<file path="src/rtl/rhc_pkg.sv">
// Shared types and constants for the RGB to HSV converter.
// Used by the front stage, the divider cells, the top level and the checker.
package rhc_pkg;

	// Field widths of one pixel and of one result.
	localparam int COMP_BITS = 8;
	localparam int FRAC_BITS = 16;

	// Hue divisor is six times the chroma, so it needs three more bits.
	localparam int HDIV_W = COMP_BITS + 3;
	// Saturation dividend is chroma times (2^FRAC_BITS - 1).
	localparam int NUM_W = COMP_BITS + FRAC_BITS;
	// One front stage plus one divider cell per quotient bit.
	localparam int LATENCY = FRAC_BITS + 1;

	// Input beat.
	typedef struct packed {
		logic [COMP_BITS-1:0] red;
		logic [COMP_BITS-1:0] green;
		logic [COMP_BITS-1:0] blue;
	} pixel_t;

	// Output beat.
	typedef struct packed {
		logic [FRAC_BITS-1:0] hue;
		logic [FRAC_BITS-1:0] saturation;
		logic [COMP_BITS-1:0] brightness;
	} hsv_t;

	// Data handed from one divider cell to the next. The _nq words hold the
	// dividend bits not yet consumed in the top and the quotient bits found
	// so far in the bottom.
	typedef struct packed {
		logic [COMP_BITS-1:0] sat_rem;
		logic [COMP_BITS-1:0] sat_div;
		logic [FRAC_BITS-1:0] sat_nq;
		logic [HDIV_W-1:0]    hue_rem;
		logic [HDIV_W-1:0]    hue_div;
		logic [FRAC_BITS-1:0] hue_nq;
		logic [COMP_BITS-1:0] brightness;
	} div_stage_t;

endpackage

</file>
<file path="src/rtl/rhc_div_cell.sv">
// One cell of the divider chain: finds one quotient bit of saturation and hue.
// Depends on rhc_pkg for the stage data type.
module rhc_div_cell import rhc_pkg::*; (
	input  logic       clk,
	input  logic       arst_n,
	input  logic       valid_in,
	input  div_stage_t data_in,
	output logic       valid_q,
	output div_stage_t data_q
);

	logic [COMP_BITS:0] sat_trial;
	logic [COMP_BITS:0] sat_diff;
	logic               sat_ge;
	logic [HDIV_W:0]    hue_trial;
	logic [HDIV_W:0]    hue_diff;
	logic               hue_ge;
	div_stage_t         data_next;

	// Restoring step for saturation: bring down the next dividend bit.
	always_comb begin
		sat_trial = {data_in.sat_rem, data_in.sat_nq[FRAC_BITS-1]};
		sat_diff  = sat_trial - {1'b0, data_in.sat_div};
		sat_ge    = (sat_trial >= {1'b0, data_in.sat_div});
	end

	// Restoring step for hue: the low dividend bits are all zero.
	always_comb begin
		hue_trial = {data_in.hue_rem, data_in.hue_nq[FRAC_BITS-1]};
		hue_diff  = hue_trial - {1'b0, data_in.hue_div};
		hue_ge    = (hue_trial >= {1'b0, data_in.hue_div});
	end

	// Next remainders stay below their divisors, so the top bit drops.
	always_comb begin
		data_next            = data_in;
		data_next.sat_rem    = sat_ge ? sat_diff[COMP_BITS-1:0] : sat_trial[COMP_BITS-1:0];
		data_next.sat_nq     = {data_in.sat_nq[FRAC_BITS-2:0], sat_ge};
		data_next.hue_rem    = hue_ge ? hue_diff[HDIV_W-1:0] : hue_trial[HDIV_W-1:0];
		data_next.hue_nq     = {data_in.hue_nq[FRAC_BITS-2:0], hue_ge};
	end

	// Valid bit is reset; the payload is not.
	always_ff @(posedge clk or negedge arst_n) begin
		if (!arst_n) begin
			valid_q <= 1'b0;
		end else begin
			valid_q <= valid_in;
		end
	end

	always_ff @(posedge clk) begin
		data_q <= data_next;
	end

endmodule

</file>
<file path="src/rtl/rhc_front.sv">
// Front stage: value, chroma, hue sector numerator and the divider operands.
// Depends on rhc_pkg for the pixel and stage data types.
module rhc_front import rhc_pkg::*; (
	input  logic       clk,
	input  logic       arst_n,
	input  logic       valid_in,
	input  pixel_t     pixel,
	output logic       valid_q,
	output div_stage_t data_q
);

	logic [COMP_BITS-1:0] max_val;
	logic [COMP_BITS-1:0] min_val;
	logic [COMP_BITS-1:0] chroma;
	logic [HDIV_W-1:0]    chroma_w;
	logic [HDIV_W-1:0]    six_c;
	logic [HDIV_W-1:0]    red_w;
	logic [HDIV_W-1:0]    green_w;
	logic [HDIV_W-1:0]    blue_w;
	logic [HDIV_W-1:0]    hue_num;
	logic [NUM_W-1:0]     sat_num;
	div_stage_t           data_next;

	// Largest and smallest component, and their difference.
	always_comb begin
		max_val = (pixel.red > pixel.green) ? pixel.red : pixel.green;
		if (pixel.blue > max_val) begin
			max_val = pixel.blue;
		end
		min_val = (pixel.red < pixel.green) ? pixel.red : pixel.green;
		if (pixel.blue < min_val) begin
			min_val = pixel.blue;
		end
		chroma = max_val - min_val;
	end

	// Hue numerator by sector; red wins ties, then green.
	always_comb begin
		chroma_w = HDIV_W'(chroma);
		six_c    = (chroma_w << 2) + (chroma_w << 1);
		red_w    = HDIV_W'(pixel.red);
		green_w  = HDIV_W'(pixel.green);
		blue_w   = HDIV_W'(pixel.blue);
		if (pixel.red == max_val) begin
			if (pixel.green >= pixel.blue) begin
				hue_num = green_w - blue_w;
			end else begin
				hue_num = six_c - (blue_w - green_w);
			end
		end else if (pixel.green == max_val) begin
			hue_num = blue_w + (chroma_w << 1) - red_w;
		end else begin
			hue_num = red_w + (chroma_w << 2) - green_w;
		end
	end

	// Saturation dividend C * (2^F - 1). Its top part is already below the
	// value, so it seeds the remainder directly. A zero divisor becomes one;
	// its dividend is zero then, so the quotient comes out zero.
	always_comb begin
		sat_num              = {chroma, {FRAC_BITS{1'b0}}} - NUM_W'(chroma);
		data_next.sat_rem    = sat_num[NUM_W-1:FRAC_BITS];
		data_next.sat_nq     = sat_num[FRAC_BITS-1:0];
		data_next.sat_div    = (max_val == '0) ? COMP_BITS'(1) : max_val;
		data_next.hue_rem    = hue_num;
		data_next.hue_nq     = '0;
		data_next.hue_div    = (chroma == '0) ? HDIV_W'(1) : six_c;
		data_next.brightness = max_val;
	end

	always_ff @(posedge clk or negedge arst_n) begin
		if (!arst_n) begin
			valid_q <= 1'b0;
		end else begin
			valid_q <= valid_in;
		end
	end

	always_ff @(posedge clk) begin
		data_q <= data_next;
	end

endmodule

</file>
<file path="src/rtl/rgb_to_hsv_converter.sv">
// Pipeline: an accepted start passes one front stage, then one divider
// cell per quotient bit, 16 cells, before the done strobe.
// Throughput: one pixel per cycle; busy is always low and the chain of
// cells sets the latency. Reset clears only the valid bits of the chain.
// Depends on rhc_pkg, rhc_front and rhc_div_cell.
module rgb_to_hsv_converter import rhc_pkg::*; (
	input  logic   clk,
	input  logic   arst_n,
	input  logic   start,
	output logic   busy,
	input  pixel_t pixel,
	output logic   done,
	output hsv_t   result
);

	logic       valid_s [FRAC_BITS+1];
	div_stage_t data_s  [FRAC_BITS+1];
	logic       accept;

	// The chain takes a beat every cycle.
	assign busy   = 1'b0;
	assign accept = start & ~busy;

	rhc_front u_front (
		.clk      (clk),
		.arst_n   (arst_n),
		.valid_in (accept),
		.pixel    (pixel),
		.valid_q  (valid_s[0]),
		.data_q   (data_s[0])
	);

	// One cell per quotient bit, each feeding its neighbor.
	for (genvar i = 0; i < FRAC_BITS; i++) begin : g_cell
		rhc_div_cell u_cell (
			.clk      (clk),
			.arst_n   (arst_n),
			.valid_in (valid_s[i]),
			.data_in  (data_s[i]),
			.valid_q  (valid_s[i+1]),
			.data_q   (data_s[i+1])
		);
	end

	// The last cell's registers drive the result beat.
	assign done              = valid_s[FRAC_BITS];
	assign result.hue        = data_s[FRAC_BITS].hue_nq;
	assign result.saturation = data_s[FRAC_BITS].sat_nq;
	assign result.brightness = data_s[FRAC_BITS].brightness;

endmodule

</file>
<file path="config.mk">
export PLATFORM = sky130hd
export DESIGN_NAME = rgb_to_hsv_converter
export DESIGN_NICKNAME = d
export VERILOG_FILES = /design/src/rtl/rhc_pkg.sv /design/src/rtl/rhc_div_cell.sv /design/src/rtl/rhc_front.sv /design/src/rtl/rgb_to_hsv_converter.sv
export SDC_FILE = /design/constraint.sdc
export NUM_CORES = 2
export LEC_CHECK = 0
export BUFFER_PORTS_ARGS = -buffer_cell sky130_fd_sc_hd__buf_2
export CORE_UTILIZATION = 30
export CTS_BUF_LIST = sky130_fd_sc_hd__clkbuf_4
export CTS_CLUSTER_DIAMETER = 200
export DETAILED_ROUTE_END_ITERATION = 6
export PLACE_DENSITY_LB_ADDON = 0.2
export SYNTH_ARGS = -nofsm -noshare
export SYNTH_HDL_FRONTEND = slang
export SYNTH_HIERARCHICAL = 1
export SYNTH_SLANG_ARGS = --single-unit
</file>
<file path="constraint.sdc">
create_clock -name clk -period 5.8 [get_ports clk]
set_input_delay 0 -clock clk [delete_from_list [all_inputs] [get_ports clk]]
set_output_delay 0 -clock clk [all_outputs]
set_load 0.05 [all_outputs]
</file>
==> metrics.md <==
| Metric | Value |
|---|---|
| Routed vias | 33.94k |
| Achievable frequency | 173.3 MHz |
| Slew @ Worst Pin | 0.9032 ns |
| RSZ-0062 raised after global routing | yes |
| Core Area | 169700 µm² |
| Setup crit start kind | input port |
| Status | complete, no violations |
| H-tree level count | 5 |
| Slew headroom | 39.38% |
| Crit-path slowest cell | fa_1 |
| Final Skew | 0.07468 ns |
| Clk pin slew, worst setup/hold paths | 0.06 ns |
| Routed len/inst | 13.85 µm |
| Maxcap violations | 0 |
| Iter 0 DRT Violations | 1250 |
| Global Route met3 Usage | 3.368% |
| Hold Path Class | input port to flip-flop |
| M2 GR Usage | 20.77% |
| Pin count of the biggest net entering global routing | 20 |
| Initial antenna violation count | 4 |
| Cell Area, Synth | 51400 µm² |
| FILL cells | 17.16k |
| Die area | 173000 µm² |
| Number of remaining DRC errors | 0 |
| Row count | 151 |
| Syn_area_per_cell | 11.21 µm² |
| Initial Utilization | 30.29% |
| Worst hold margin | 0.2508 ns |
| Final nets | 5722 |
| WP data required | 6.98 ns |
| Global-route wire length before repair | 174300 µm |
| Clock latency on the worst-skew pair | 1.26 ns |
| Final Wtd Congestion | 0.8364 |
| GRT Residual Overflow | 0 |
| Layout cell share with drive strength beyond 1 | 24.38% |
| CTS root buf | clkbuf_4 |
| 1st-pass router iterations | 5 |
| Clock tree buffer depth | 4 |
| Final setup fails | 0 |
| Max Transition Viols Final | 0 |
| CTS Sinks | 1288 |
| Vias per cell | 4.406 |
| Number of global-route vias before repair | 34.94k |
| IO Port Bufs | 67 |
| Final min period | 5.769 ns |
| Final worst path period share | 99.47% |
| GRT Total Usage | 12.28% |
| Die X | 415.9 µm |
| I/O pins | 69 |
| YS warnings | 6 |
| Critical path type | input port to flip-flop |
| CP max FO | 5 |
| DPL Wire Length | 78490 µm |
| CTS tree | done |
| Final hold violations | 0 |
| Post-Syn Instances | 4583 |
| P&R area growth vs syn | 19.32% |
| Cell mode on critical path | ha_4 |
| Final Core Density | 36.15% |
| Post-DRT Antenna Nets | 0 |
| CP Capture Type | flip-flop |
| WL final | 106700 µm |
| Die Ht | 415.9 µm |
| Arrival @ worst endpoint | 6.95 ns |
| Critical path's largest stage delay | 0.56 ns |
| Number of buffers created by CTS | 364 |
| Layer with the highest usage | met2 |
| GR Layer Usage met1 | 14.45% |
-- cell usage in the layout (no fill, tap or decap), types with 18 or more instances in the layout --
| cell | instances |
|---|---|
| a21oi_2 | 29 |
| nor2_1 | 239 |
| fa_1 | 49 |
| nor3_1 | 60 |
| clkinv_1 | 56 |
| dlygate4sd3_1 | 95 |
| a41oi_1 | 18 |
| o21bai_1 | 26 |
| a211oi_1 | 34 |
| a21oi_4 | 34 |
| nand2_1 | 108 |
| buf_4 | 214 |
| and3_1 | 24 |
| ha_1 | 384 |
| or4b_1 | 27 |
| and2b_2 | 27 |
| o21ai_0 | 130 |
| o21ai_1 | 25 |
| inv_1 | 483 |
| nand4_1 | 39 |
| o21a_1 | 66 |
| a21oi_1 | 192 |
| a31o_2 | 31 |
| dfxtp_1 | 1271 |
| nor2b_1 | 58 |
| mux2_2 | 121 |
| o41ai_1 | 28 |
| o211ai_1 | 35 |
| and2_1 | 26 |
| mux2_4 | 88 |
| nand2b_1 | 24 |
| nand3_1 | 87 |
| a21o_1 | 53 |
| mux2i_1 | 108 |
| xnor2_1 | 119 |
| xor2_1 | 48 |
| o21ai_2 | 36 |
| o31a_1 | 30 |
| clkbuf_4 | 506 |
| buf_2 | 67 |
-- path summary, 6_finish.rpt --
| check | startpoint | end | slack, ns | depth (start not counted) |
|---|---|---|---|---|
| setup / recovery | pixel[16] | u_front/data_q[45] | 0.03 | 39 |
| hold / removal | pixel[17] | u_front/data_q[41] | 0.25 | 11 |
| setup reg to reg | u_front/data_q[24] | g_cell[0].u_cell/data_q[45] | 2.87 | 7 |
| hold reg to reg | g_cell[9].u_cell/data_q[21] | g_cell[10].u_cell/data_q[22] | 0.27 | 0 |
| max in group asynchronous | arst_n | g_cell[15].u_cell/valid_q | 4.81 | 4 |
| min in group asynchronous | arst_n | g_cell[5].u_cell/valid_q | 0.45 | 4 |
-- registers in the layout, summed over array words and instances, names as in the netlist --
register / flops
g_cell.u_cell/data_q: 1210
u_front/valid_q: 1
u_front/data_q: 61
g_cell.u_cell/valid_q: 16
-- metal layers --
layer / vias up / wire [µm]
li1: 17430 / -
met1: 15720 / 47640
met2: 557 / 51190
met3: 229 / 4742
met4: 0 / 3143
met5: - / 0
-- layout make-up --
| cell class | count | area, µm² | share of cell area (%) |
|---|---|---|---|
| multi-input cells | 2724 | 23450 | 38.23 |
| clock inverters | 86 | 579.3 | 0.9446 |
| well taps | 2218 | 2775 | 4.525 |
| repair buffers | 383 | 2985 | 4.868 |
| clock buffers | 506 | 3799 | 6.194 |
| diodes | 10 | 25.02 | 0.04080 |
| inverters | 488 | 1848 | 3.013 |
| flip-flops and latches | 1288 | 25870 | 42.18 |
-- through the flow --
stage	worst slack, ns	setup TNS (ns)	cell area (µm²)	std cells
2_1_floorplan	-0.9095	-2.206	51710	4598
3_3_place_gp	-1.200	-10.55	55650	6995
3_5_place_dp	-1.339	-13.97	55650	6995
4_1_cts	0.1085	0	61040	7688
5_1_grt	-0.1177	-0.1177	61320	7700
6_report	0.03067	0	61330	7703
-- critical path, delay by kind of cell --
kind / cells / cell delay (ns)
buffers and inverters: 4 / 0.28
XOR/XNOR: 1 / 0.22
adder cells (fa/ha/maj): 7 / 2.08
AND/OR/NAND/NOR: 11 / 1.15
AO/OA/AOI/OAI: 15 / 2.92
multiplexers: 1 / 0.29
-- repair_timing --
action,CTS,global route
resized for setup,0,55
hold buffers,101,0
setup endpoints to repair,0,8
setup buffers,0,9
hold endpoints to repair,64,0
Power is not shown: default switching activity piles up to over one toggle a cycle in this logic, so the estimate is an artifact.
